[src/hw/rtl/sil_pkg.sv]
`default_nettype none

package sil_pkg;

    localparam int MAX_KNOTS = 64;
    localparam int IDX_W     = $clog2(MAX_KNOTS);
    localparam int STEPS     = IDX_W;
    localparam int CNT_W     = 7;
    localparam int KW        = 32;
    localparam int FRAC      = 16;
    localparam int QW        = KW + 1;

    localparam logic FUNC_QUERY = 1'b0;
    localparam logic FUNC_LOAD  = 1'b1;

    localparam logic [KW-1:0] SAT_MAX = {1'b0, {(KW-1){1'b1}}};
    localparam logic [KW-1:0] SAT_MIN = {1'b1, {(KW-1){1'b0}}};

    typedef struct packed {
        logic             func;
        logic [IDX_W-1:0] slot;
        logic [KW-1:0]    pos;
        logic             outside;
        logic [IDX_W-1:0] lo;
        logic [IDX_W-1:0] hi;
        logic [KW-1:0]    lo_val;
        logic [KW-1:0]    hi_val;
    } srch_t;

    typedef struct packed {
        srch_t            s;
        logic [IDX_W-1:0] mid;
        logic [KW-1:0]    mval;
    } bis_t;

    typedef struct packed {
        logic             func;
        logic             outside;
        logic [IDX_W-1:0] lo;
        logic             zero_h;
        logic             num_pos;
        logic             num_neg;
        logic             neg;
        logic             ovf;
        logic [QW-1:0]    rem;
        logic [QW-1:0]    dvd;
        logic [QW-1:0]    q;
        logic [QW-1:0]    dvs;
    } dv_t;

    function automatic logic [IDX_W-1:0] bis_mid(srch_t s);
        logic [IDX_W:0] sum;
        sum = {1'b0, s.lo} + {1'b0, s.hi};
        return sum[IDX_W:1];
    endfunction

    function automatic srch_t bis_resolve(bis_t b);
        srch_t s;
        s = b.s;
        if ((b.s.hi - b.s.lo) > IDX_W'(1))
        begin
            if ($signed(b.mval) > $signed(b.s.pos))
            begin
                s.hi     = b.mid;
                s.hi_val = b.mval;
            end
            else
            begin
                s.lo     = b.mid;
                s.lo_val = b.mval;
            end
        end
        return s;
    endfunction

endpackage

`default_nettype wire

[src/hw/rtl/sil_div_stage.sv]
`default_nettype none

module sil_div_stage
    import sil_pkg::*;
(
    input  wire  clk,
    input  wire  rst_n,
    input  wire  adv,
    input  wire  in_valid,
    input  dv_t  in_d,
    output logic out_valid,
    output dv_t  out_d
);

    logic          valid_reg;
    dv_t           d_reg;
    dv_t           d_next;
    logic [QW:0]   trial;

    always_comb
    begin
        d_next     = in_d;
        trial      = {in_d.rem, in_d.dvd[QW-1]};
        d_next.dvd = {in_d.dvd[QW-2:0], 1'b0};
        if (trial >= {1'b0, in_d.dvs})
        begin
            trial    = trial - {1'b0, in_d.dvs};
            d_next.q = {in_d.q[QW-2:0], 1'b1};
        end
        else
        begin
            d_next.q = {in_d.q[QW-2:0], 1'b0};
        end
        d_next.rem = trial[QW-1:0];
    end

    always_ff @(posedge clk or negedge rst_n)
    begin
        if (!rst_n)
            valid_reg <= 1'b0;
        else if (adv)
            valid_reg <= in_valid;
    end

    always_ff @(posedge clk)
    begin
        if (adv)
            d_reg <= d_next;
    end

    assign out_valid = valid_reg;
    assign out_d     = d_reg;

endmodule

`default_nettype wire

[config.mk]
export PLATFORM = sky130hd
export DESIGN_NAME = sil_div_stage
export DESIGN_NICKNAME = d
export VERILOG_FILES = /design/src/hw/rtl/sil_pkg.sv /design/src/hw/rtl/sil_div_stage.sv
export SDC_FILE = /design/constraint.sdc
export NUM_CORES = 1
export LEC_CHECK = 0
export BUFFER_PORTS_ARGS = -buffer_cell sky130_fd_sc_hd__buf_2
export CORE_MARGIN = 2
export CORE_UTILIZATION = 30
export CTS_CLUSTER_SIZE = 16
export DETAILED_ROUTE_END_ITERATION = 10
export PLACE_DENSITY = 0.67
export REMOVE_ABC_BUFFERS = 1
export SYNTH_ARGS = -nofsm -noshare
export SYNTH_HDL_FRONTEND = slang
export SYNTH_SLANG_ARGS = --single-unit
[constraint.sdc]
create_clock -name clk -period 0.9 [get_ports clk]
set_clock_uncertainty 0.15 [all_clocks]
set_input_delay 0.18 -clock clk [delete_from_list [all_inputs] [get_ports clk]]
set_output_delay 0.18 -clock clk [all_outputs]
set_load 0.1 [all_outputs]
## Word-level counts from Yosys, hierarchy flattened

Cells that the tools add are included.

| storage, ports and cells | value |
|---|---|
| input port bits | 149 |
| output and inout bits | 146 |
| bits in latches | 0 |
| memories kept | 0 |
| flip-flop bits (word level) | 145 |
| RAM bits | 0 |
| memory bits (read-only) | 0 |

| cells by class | value |
|---|---|
| shift-type cells | 0 |
| magnitude comparators | 1 |
| reduce and logical (&&, ||, !) cells | 0 |
| $add $sub $neg | 1 |
| $mul | 0 |
| div/mod/pow operators | 0 |
| muxes and demuxes | 2 |
| bitwise operators | 0 |
| eq/ne operators | 0 |

Operators with widths:

| kind | number |
|---|---|
| greater-or-equal comparator 34 x 33 -> 1 bit | 1 |
| 2-to-1 mux 33 bit | 1 |
| subtractor 33 bit | 1 |
| 2-to-1 mux 1 bit | 1 |

## Longest topological paths before layout

Gate-level depths: netlist of the first run.

| depth | value |
|---|---|
| word-level depth | 2 |
| gate-level depth with buffers | 14 |
| gate-level depth less buffers | 12 |

## Worst setup path before layout of the first run

OpenSTA, ideal clock, no wires.

| timing path | value |
|---|---|
| path kind | input to register |
| start | in in_d[98] (netlist name) |
| end | reg d_reg, in the netlist out_d[100], data pin |
| data arrival time | 2359 ps |
| setup slack | -1869 ps |
| data required time | 490 ps |
| stages on the path | 12 |
| path buffers | 1 |
| cells stage by stage | inv_1 > ha_1 > inv_1 > fa_1 > a21o_1 > a221oi_2 > o21ai_2 > a21boi_2 > o31ai_2 > a21oi_4 > buf_12 > mux2_4 |

RTL lines:

| element | line | text |
|---|---|---|
| from (decl) | sil_div_stage.sv:10 | `input dv_t in_d,` |
| to (signal assigned) | sil_div_stage.sv:48 | `d_reg <= d_next;` |
| to (decl) | sil_div_stage.sv:16 | `dv_t d_reg;` |

==> results.py, run 1 <==
metrics = {
    "status": {
        "outcome": "finished, violations left",
        "violations": "hold timing, setup timing",
    },
    "die": {
        "die_h_um": 156,
        "die_x_um": 156,
        "initial_core_util_pct": 30.5,
        "fp-row-count": 55,
        "design.die.area_um2": 24200,
        "core_area_um2": 22600,
        "io_pins": 295,
    },
    "sta": {
        "worst_slack_ps": -1530,
        "finalSetupViolCount": 181,
        "drv_slew": 0,
        "grt_setup_unrepaired": "yes",
        "period_share_pct": 270,
        "holdWs_ps": -148,
        "post-route-min-period_ps": 2430,
        "hold_viol_final": 28,
        "fmax_mhz": 412,
    },
    "route": {
        "totalWireLength_um": 23800,
        "drt_first_pass_iters": 4,
        "wl_per_cell_um": 17.5,
        "detail-route-antenna-nets": 0,
        "vias": 6256,
        "viasPerCell": 4.59,
        "drtIter0Drc": 309,
        "route.detailed.drc": 0,
    },
    "clock_tree": {
        "hold_buffers": 113,
        "cts_inserted_buffers": 17,
        "root_buffer": "clkbuf_16",
        "cts_max_path_buffers": 2,
        "cts.clk_slew.worst_paths_ps": 70,
        "h-tree-depth": 4,
        "clk_latency_ps": 420,
        "cts_tree": "done",
        "clkSinkCount": 145,
    },
    "critical_path": {
        "r2r_end": "out_valid",
        "worstPathArrival_ps": 2460,
        "required_ps": 930,
        "cp-start-kind": "primary input",
        "rr_worst_depth": 1,
        "cp_slowest_cell": "fa_2",
        "regToRegSetupSlack_ps": -50,
        "r2r-start": "out_valid",
        "slowest_delay_ps": 340,
        "cp_cell_sequence": "buf_8 -> inv_4 -> ha_4 -> inv_2 -> fa_2 -> a21o_1 -> a221oi_2 -> buf_4 -> o21ai_4 -> a21boi_4 -> o31ai_4 -> a21oi_4 -> buf_6 -> mux2_4",
        "worstSetupEndpointType": "flop",
        "cp_max_fo": 5,
        "worst-setup-path-type": "primary input to flop",
    },
    "yosys": {
        "ys_warn_count": 0,
        "synth.avg_cell_area_um2": 13.4,
        "synthCells": 514,
        "yosysSeqAreaShare_pct": 63.0,
        "yosysUniqueCellTypes": 63,
        "synth-edff-count": 144,
        "ys.flop_type": "edfxtp_1",
        "syn_area_um2": 6900,
        "async_flop_share_pct": 0.690,
        "synth-seq-cells": 145,
    },
    "cells_and_area": {
        "fin_cells": 1362,
        "fin_util_pct": 60.7,
        "fin_nets": 1244,
        "area_delta_synth_final_pct": 99.3,
        "fill_cells": 1706,
        "drive_above_1_share_pct": 48.6,
    },
    "global_route": {
        "grt_pass1_vias": 6600,
        "globalRouteOverflowTotal": 0,
        "antenna_found_initial": 5,
        "grt_pass1_wl_um": 35900,
        "grtUsageTotal_pct": 19.6,
        "grt_max_degree": 38,
    },
    "placed_design": {
        "gp_congestion": 0.871,
        "post-dp-hpwl_um": 17400,
        "portBuffers": 292,
        "dp_cells": 1209,
    },
    "worst_hold_path": {
        "whs_path_depth": 2,
        "hold_path_class": "primary input to flop",
        "hold_start": "in_valid",
        "whs_endpoint": "out_valid",
    },
    "power_and_ir_drop": {
        "p_leak_nw": 5.99,
        "power.density_nw_per_um2": 1950,
        "vdd_drop_max_v": 0.00117,
    },
    "run": {
        "cap_violations": 0,
    },
}
[through the flow]
stage	TNS (ps)	power (mW)	setup WS, ps	instance area (um^2)
floorplan	-139190	14.8	-2840	6750
global placement	-92240	19.4	-2020	11800
detailed placement	-95680	19.5	-2090	11800
CTS	-122190	27.0	-1550	13700
global route	-126860	27.8	-1610	13800
finish	-118030	26.9	-1530	13800
[cell usage in the layout, fill, tap and decap left out, types with 3 or more instances in the layout]
cell type        n
nand2_1         41
o31ai_1          4
nand2_2         11
nor2_1          14
o211ai_1         3
nor4_2           3
a21oi_1         32
buf_4          130
and3_1           7
edfxtp_1       144
inv_8            5
ha_1            32
nand2b_1         4
buf_6            3
inv_6            3
clkinvlp_4       3
dlygate4sd3_1  113
nor3_1           4
xnor2_1         15
o21ai_0         14
nand3_1          6
nor2b_1          3
o21ai_2         19
inv_1           42
buf_2          145
o21bai_1         6
diode_2          3
o21ai_1         13
buf_12         153
a21o_1          12
o21a_1           4
nand4_1          5
xor2_1          13
clkbuf_16       17
[state kept, by name, summed over array words and instances (netlist names)]
register,flops
out_valid,1
out_d,144
[cell usage after synthesis, types with 4 or more instances]
cell type / count / share of area (%)
xnor2_1: 15 / 1.9
nor2_1: 14 / 0.76
o31ai_1: 4 / 0.44
nand3_1: 6 / 0.44
nand2_2: 10 / 0.91
nand4_1: 5 / 0.45
nor3_1: 4 / 0.29
a21o_1: 12 / 1.3
ha_1: 33 / 6.0
nand2_1: 42 / 2.3
o21ai_0: 14 / 1.0
nand2b_1: 4 / 0.36
o21bai_1: 6 / 0.65
inv_1: 44 / 2.4
buf_2: 6 / 0.44
o21a_1: 4 / 0.44
o21ai_2: 20 / 2.5
edfxtp_1: 144 / 63
and3_1: 7 / 0.63
xor2_1: 13 / 1.7
buf_6: 5 / 0.82
o21ai_1: 13 / 0.94
a21oi_1: 32 / 2.3
[kinds of logic after synthesis]
logic type / Yosys count / share of synthesized area, %
xor gates and xnor gates: 28 / 3.55
and+or+nand+nor: 105 / 7.51
adders and majority gates: 34 / 6.28
muxes: 2 / 0.381
other: 1 / 0.0544
AOI/OAI and AO/OA: 136 / 14.5
DFF: 145 / 63.0
buffers and inverters: 63 / 4.66
[repair_timing]
item,in CTS,in global routing
gates cloned,2,0
pin swaps,15,11
setup buffers,1,3
gates resized for setup,15,10
hold endpoints to repair,141,28
endpoints found under the setup margin,180,180
[report_power, final]
group | leakage [nW] | switching (mW) | internal, mW | total (mW)
Combinational | 4.30 | 6.76 | 4.37 | 11.1
Clock | 0.270 | 3.25 | 3.66 | 6.92
Sequential | 1.42 | 0.557 | 8.25 | 8.81
[layer usage]
metal  track usage [%]  vias to the layer above  part of all wire (%)
met4              6.16                        4                   2.4
li1                  -                     3016                     -
met5                 0                        -                  0.13
met1              21.6                     2976                    38
met3              6.11                       31                   6.9
met2              35.9                      229                    52
[area by class of cell]
class / instances / area (um^2) / share of cell area [%]
Timing Repair Buffer: 546 / 5970 / 43.4
Sequential cell: 145 / 4350 / 31.6
Multi-Input combinational cell: 306 / 2330 / 16.9
Clock buffer: 17 / 425 / 3.09
Tap cell: 285 / 357 / 2.59
Inverter: 45 / 171 / 1.25
Clock inverter: 15 / 143 / 1.04
Antenna cell: 3 / 7.51 / 0.0546
[worst max-delay path: cells and delay by family]
kind            cells  cell delay, ps
mux                 1             300
compound gates      6             990
buf+inv             5             520
fa+ha+maj           2             460
[worst max path at each step]
stage | start | endpoint | slack [ps] | cells after the start
3_5_place_dp | in_d[98] | out_d[100] | -2090 | 14
5_1_grt | in_d[98] | out_d[131] | -1610 | 14
2_1_floorplan | in_d[98] | out_d[100] | -2840 | 11
4_1_cts | in_d[98] | out_d[100] | -1550 | 14
3_3_place_gp | in_d[98] | out_d[100] | -2020 | 14
6_report | in_d[98] | out_d[100] | -1530 | 14
No activity file was read; power rests on OpenSTA's default activity.
==> run 2, diff against run 1 <==
Settings changed: RECOVER_POWER from default to 100, TNS_END_PERCENT from default to 20.
==> run 2 against run 1 <==
  * The run still ends with hold timing, setup timing left
  * Sequential share of layout area increased by 0.17 points
  * Critical path depth unchanged
  * Power decreased by 0.17%
  * Via count decreased by 0.14%
  * Worst hold slack about the same
  * Worst setup slack about the same
  * Clock power about the same
  * Maximum frequency about the same
  * Final cell count about the same
==> results.py, run 2 (same netlist as run 1, synthesis figures left out) <==
metrics = {
    "global_route": {
        "antenna_found_initial": 5,
        "grt_max_degree": 38,
        "grtUsageTotal_pct": 19.6,
        "grt_pass1_vias": 6600,
        "globalRouteOverflowTotal": 0,
        "grt_pass1_wl_um": 35900,
    },
    "power_and_ir_drop": {
        "pwr-share-clk_pct": 25.8,
        "swShare_pct": 39.4,
        "power.density_nw_per_um2": 1960,
        "sequentialPowerShare_pct": 32.9,
        "vdd_drop_max_v": 0.00117,
        "p_leak_nw": 5.90,
        "power_switching_mw": 10.6,
        "combPwrFrac_pct": 41.4,
        "total_power_mw": 26.8,
        "p_int_mw": 16.3,
    },
    "die": {
        "die_x_um": 156,
        "initial_core_util_pct": 30.5,
        "fp-row-count": 55,
        "design.die.area_um2": 24200,
        "die_h_um": 156,
        "io_pins": 295,
        "core_area_um2": 22600,
    },
    "cells_and_area": {
        "largest_reg_flops": 144,
        "final_cell_mix": "buf_12 (150), edfxtp_1 (144), buf_4 (125), buf_2 (119), dlygate4sd3_1 (113)",
        "area_delta_synth_final_pct": 98.3,
        "fin_nets": 1244,
        "drive_above_1_share_pct": 46.2,
        "final_common_cell": "buf_12",
    },
    "route": {
        "route.detailed.drc": 0,
        "viasPerCell": 4.58,
        "detail-route-antenna-nets": 0,
        "drt_first_pass_iters": 4,
        "totalWireLength_um": 23800,
        "wl_per_cell_um": 17.5,
        "vias": 6247,
        "drtIter0Drc": 294,
    },
    "clock_tree": {
        "cts_tree": "done",
        "h-tree-depth": 4,
        "cts.clk_slew.worst_paths_ps": 70,
        "clkSinkCount": 145,
        "clk_latency_ps": 420,
        "cts_inserted_buffers": 17,
        "root_buffer": "clkbuf_16",
        "hold_buffers": 113,
        "cts_max_path_buffers": 2,
    },
    "critical_path": {
        "cp_max_fo": 5,
        "required_ps": 930,
        "r2r_end": "out_valid",
        "regToRegSetupSlack_ps": -50,
        "worstPathArrival_ps": 2460,
        "cp-start-kind": "primary input",
        "rr_worst_depth": 1,
        "worst-setup-path-type": "primary input to flop",
        "r2r-start": "out_valid",
        "worstSetupEndpointType": "flop",
    },
    "worst_hold_path": {
        "whs_endpoint": "out_valid",
        "hold_start": "in_valid",
        "hold_path_class": "primary input to flop",
        "whs_path_depth": 2,
    },
    "placed_design": {
        "post-dp-hpwl_um": 17400,
        "gp_congestion": 0.871,
        "portBuffers": 292,
        "dpl_worst_slack_ps": -2090,
    },
    "status": {
        "violations": "hold timing, setup timing",
        "outcome": "finished, violations left",
    },
    "sta": {
        "hold_viol_final": 27,
        "worst_slack_ps": -1530,
        "post-route-min-period_ps": 2430,
        "grt_setup_unrepaired": "yes",
        "fmax_mhz": 412,
        "holdWs_ps": -148,
        "period_share_pct": 270,
        "drv_slew": 0,
        "finalSetupViolCount": 192,
    },
    "run": {
        "cap_violations": 0,
    },
}
-- run 2: changes by cell type in the layout (fill, tap and decap cells not counted) --
cell	previous run	this run
buf_2	145	119
buf_12	153	150
diode_2	3	4
clkbuf_2	0	5
clkbuf_1	0	26
buf_4	130	125
buf_8	1	2
clkbuf_4	0	2
-- run 2: through the flow --
step,instance area (um^2),TNS (ps),instances,utilization (%)
finish,13700,-119080,1363,60.4
global route,13700,-128100,1362,60.4
CTS,13700,-122190,1357,60.4
detailed placement,11800,-95680,1209,52.3
global placement,11800,-92240,1209,52.3
floorplan,6750,-139190,496,-
-- run 2: what timing repair did --
action                                 CTS  global route
setup endpoints to repair              180           180
resized for setup                       15            10
cloned                                   2             0
pin swaps                               15            11
buffers inserted                         1             3
endpoints found under the hold margin  141            28
-- run 2: worst max-delay path by stage --
stage	slack, ps	startpoint	endpoint
after floorplan	-2840	in_d[98]	out_d[100]
after global placement	-2020	in_d[98]	out_d[100]
after detailed placement	-2090	in_d[98]	out_d[100]
after CTS	-1550	in_d[98]	out_d[100]
after global routing	-1610	in_d[98]	out_d[131]
final	-1530	in_d[98]	out_d[100]
-- run 2: layout make-up --
type,count,area (um^2)
flip-flops and latches,145,4350
clock buffers,17,425
well taps,285,357
clock inverters,15,143
fillers,1733,8960
multi-input cells,306,2330
repair buffers,546,5900
diodes,4,10.0
inverters,45,171
-- run 2: routing by layer --
layer	GRT usage, %	share of wire (%)	routed length, um
met5	0	0.13	32
met3	6.11	6.8	1620
met1	21.6	38	9120
met2	35.9	52	12400
met4	6.16	2.5	585
-- run 2: worst max-delay path, stage by stage --
cell and delay, ps:
buf_8 100, inv_4 50, ha_4 120, inv_2 30, fa_2 340, a21o_1 220
a221oi_2 220, buf_4 190, o21ai_4 80, a21boi_4 210, o31ai_4 90, a21oi_4 170
buf_6 150, mux2_4 300
-- run 2: power by group through the flow --
stage	logic [mW]	registers, mW	clock network, mW
floorplan	1.56	13.2	0
global placement	10.5	8.93	0
detailed placement	10.5	8.95	0
CTS	11.1	8.81	7.11
global route	11.5	8.87	7.36
finish	11.1	8.81	6.91
==> run 3, diff against run 2 <==
Settings changed: CAP_MARGIN from default to 30, CORE_UTILIZATION 30 to 40, CTS_BUF_LIST from default to sky130_fd_sc_hd__clkbuf_8 sky130_fd_sc_hd__clkbuf_16, PLACE_DENSITY 0.67 to 0.81.
==> run 3 against run 2 <==
  * Routed wire length up 21%
  * Via count up 7.3%
  * Power is 2.2% higher
  * Critical endpoint is now out_d[112]
  * Flip-flop and latch count unchanged
  * The flow still finishes with violations (hold timing, setup timing)
  * Cell area is 0.10% lower
  * Die area down 24%
  * Sequential share of layout area about the same
  * Final cell count shrank 4.9%
  * Maximum frequency is 4.6% lower
  * Core utilization increased by 20 points
  * Largest power group unchanged
==> results.py, run 3 (same netlist as run 1, synthesis figures left out) <==
metrics = {
    "route": {
        "drtIter0Drc": 525,
        "totalWireLength_um": 28700,
        "detail-route-antenna-nets": 0,
        "viasPerCell": 5.17,
        "route.detailed.drc": 0,
        "wl_per_cell_um": 22.2,
        "drt_first_pass_iters": 7,
        "vias": 6706,
    },
    "sta": {
        "grt_setup_unrepaired": "yes",
        "hold_viol_final": 26,
        "holdWs_ps": -143,
        "drv_slew": 0,
        "post-route-min-period_ps": 2550,
        "finalSetupViolCount": 189,
        "period_share_pct": 283,
        "worst_slack_ps": -1650,
        "fmax_mhz": 393,
    },
    "clock_tree": {
        "root_buffer": "clkbuf_16",
        "h-tree-depth": 4,
        "cts_tree": "done",
        "cts.clk_slew.worst_paths_ps": 70,
        "clk_latency_ps": 420,
        "cts_inserted_buffers": 17,
        "clkSinkCount": 145,
        "hold_buffers": 110,
        "cts_max_path_buffers": 2,
    },
    "global_route": {
        "antenna_found_initial": 2,
        "grtUsageTotal_pct": 30.5,
        "grtUsageMet1_pct": 33.1,
        "grt_max_degree": 49,
        "use_met2_pct": 54.9,
        "gr-usage-met3_pct": 8.31,
        "globalRouteOverflowTotal": 0,
        "grt_pass1_wl_um": 40900,
        "top_usage_layer": "met2",
        "grt_pass1_vias": 6941,
    },
    "critical_path": {
        "required_ps": 920,
        "worstSetupEndpointType": "flop",
        "rr_worst_depth": 1,
        "worstPathArrival_ps": 2560,
        "regToRegSetupSlack_ps": -70,
        "worst-setup-path-type": "primary input to flop",
        "crit_end": "out_d[112]",
        "r2r-start": "out_valid",
        "worstSetupStartpoint": "in_d[27]",
        "cp-start-kind": "primary input",
        "cp_max_fo": 9,
        "r2r_end": "out_valid",
    },
    "placed_design": {
        "post-dp-hpwl_um": 17900,
        "gp_congestion": 0.919,
        "portBuffers": 292,
        "dpl_worst_slack_ps": -2080,
    },
    "power_and_ir_drop": {
        "p_leak_nw": 5.89,
        "vdd_drop_max_v": 0.00147,
        "power.density_nw_per_um2": 2000,
        "total_power_mw": 27.4,
    },
    "die": {
        "core_area_um2": 17100,
        "initial_core_util_pct": 40.4,
        "fp-row-count": 48,
        "design.die.area_um2": 18300,
        "die_h_um": 135,
        "io_pins": 295,
        "die_x_um": 135,
    },
    "worst_hold_path": {
        "hold_path_class": "primary input to flop",
    },
    "cells_and_area": {
        "fin_nets": 1240,
        "drive_above_1_share_pct": 45.8,
        "largest_reg_flops": 144,
        "final_common_cell": "buf_12",
        "area_delta_synth_final_pct": 98.1,
        "final_cell_mix": "buf_12 (147), edfxtp_1 (144), buf_4 (124), dlygate4sd3_1 (110), buf_2 (101)",
    },
    "run": {
        "cap_violations": 0,
    },
    "status": {
        "violations": "hold timing, setup timing",
        "outcome": "finished, violations left",
    },
}
## run 3: how the worst min path moves through the flow
| stage | startpoint | end | slack, ps | cells past startpoint |
|---|---|---|---|---|
| after floorplan | rst_n | out_valid | -270 | 0 |
| after global placement | rst_n | out_valid | -200 | 1 |
| after detailed placement | rst_n | out_valid | -190 | 1 |
| after CTS | in_valid | out_valid | -150 | 2 |
| after global routing | in_valid | out_valid | -150 | 2 |
| final | in_valid | out_valid | -140 | 2 |
## run 3: stage by stage
| stage | instances | area [um^2] | utilization [%] | TNS [ps] |
|---|---|---|---|---|
| after floorplan | 496 | 6750 | - | -139190 |
| after global placement | 1144 | 11700 | 68.9 | -87700 |
| after detailed placement | 1144 | 11700 | 68.9 | -93160 |
| after CTS | 1292 | 13600 | 79.7 | -121350 |
| after global routing | 1296 | 13700 | 80.1 | -127860 |
| final | 1296 | 13700 | 80.1 | -121470 |
## run 3: routing by layer
metal  share of wire [%]  up-vias
met5               0.059        -
met4                 5.2        2
met3                 8.6      102
met2                  52      407
met1                  34     3198
li1                    -     2997
## run 3: where the power goes
group          total (mW)  leakage [nW]  switching [mW]  internal [mW]
combinational        11.5          4.19            7.08           4.37
sequential           8.84          1.42           0.587           8.26
clock                7.10         0.277            3.20           3.89
total                27.4          5.89            10.9           16.5
## run 3: what timing repair did
item                                    CTS  global route
hold endpoints to repair                143            25
gates cloned                              2             2
buffers inserted                          4             2
resized for setup                        18            27
endpoints found under the setup margin  180           180
pin swaps                                 9            15
## run 3: area by class of cell
class                      count  area [um^2]
fill                         903         3390
clock buffer                  17          425
sequential                   145         4350
tap                          225          282
antenna                        1         2.50
clock inverter                15          149
multi-input combinational    306         2400
inverter                      45          171
timing repair buffer         542         5880
## run 3: critical path: stages
cell and delay (ps):
clkbuf_1 90, inv_1 60, ha_1 300, nand4_1 140, or3_1 460, nor4_2 350, a31oi_1 160, nand2_1 140
a21oi_4 50, buf_12 170, buf_12 130, buf_16 140, nand2_2 80, o21ai_2 80
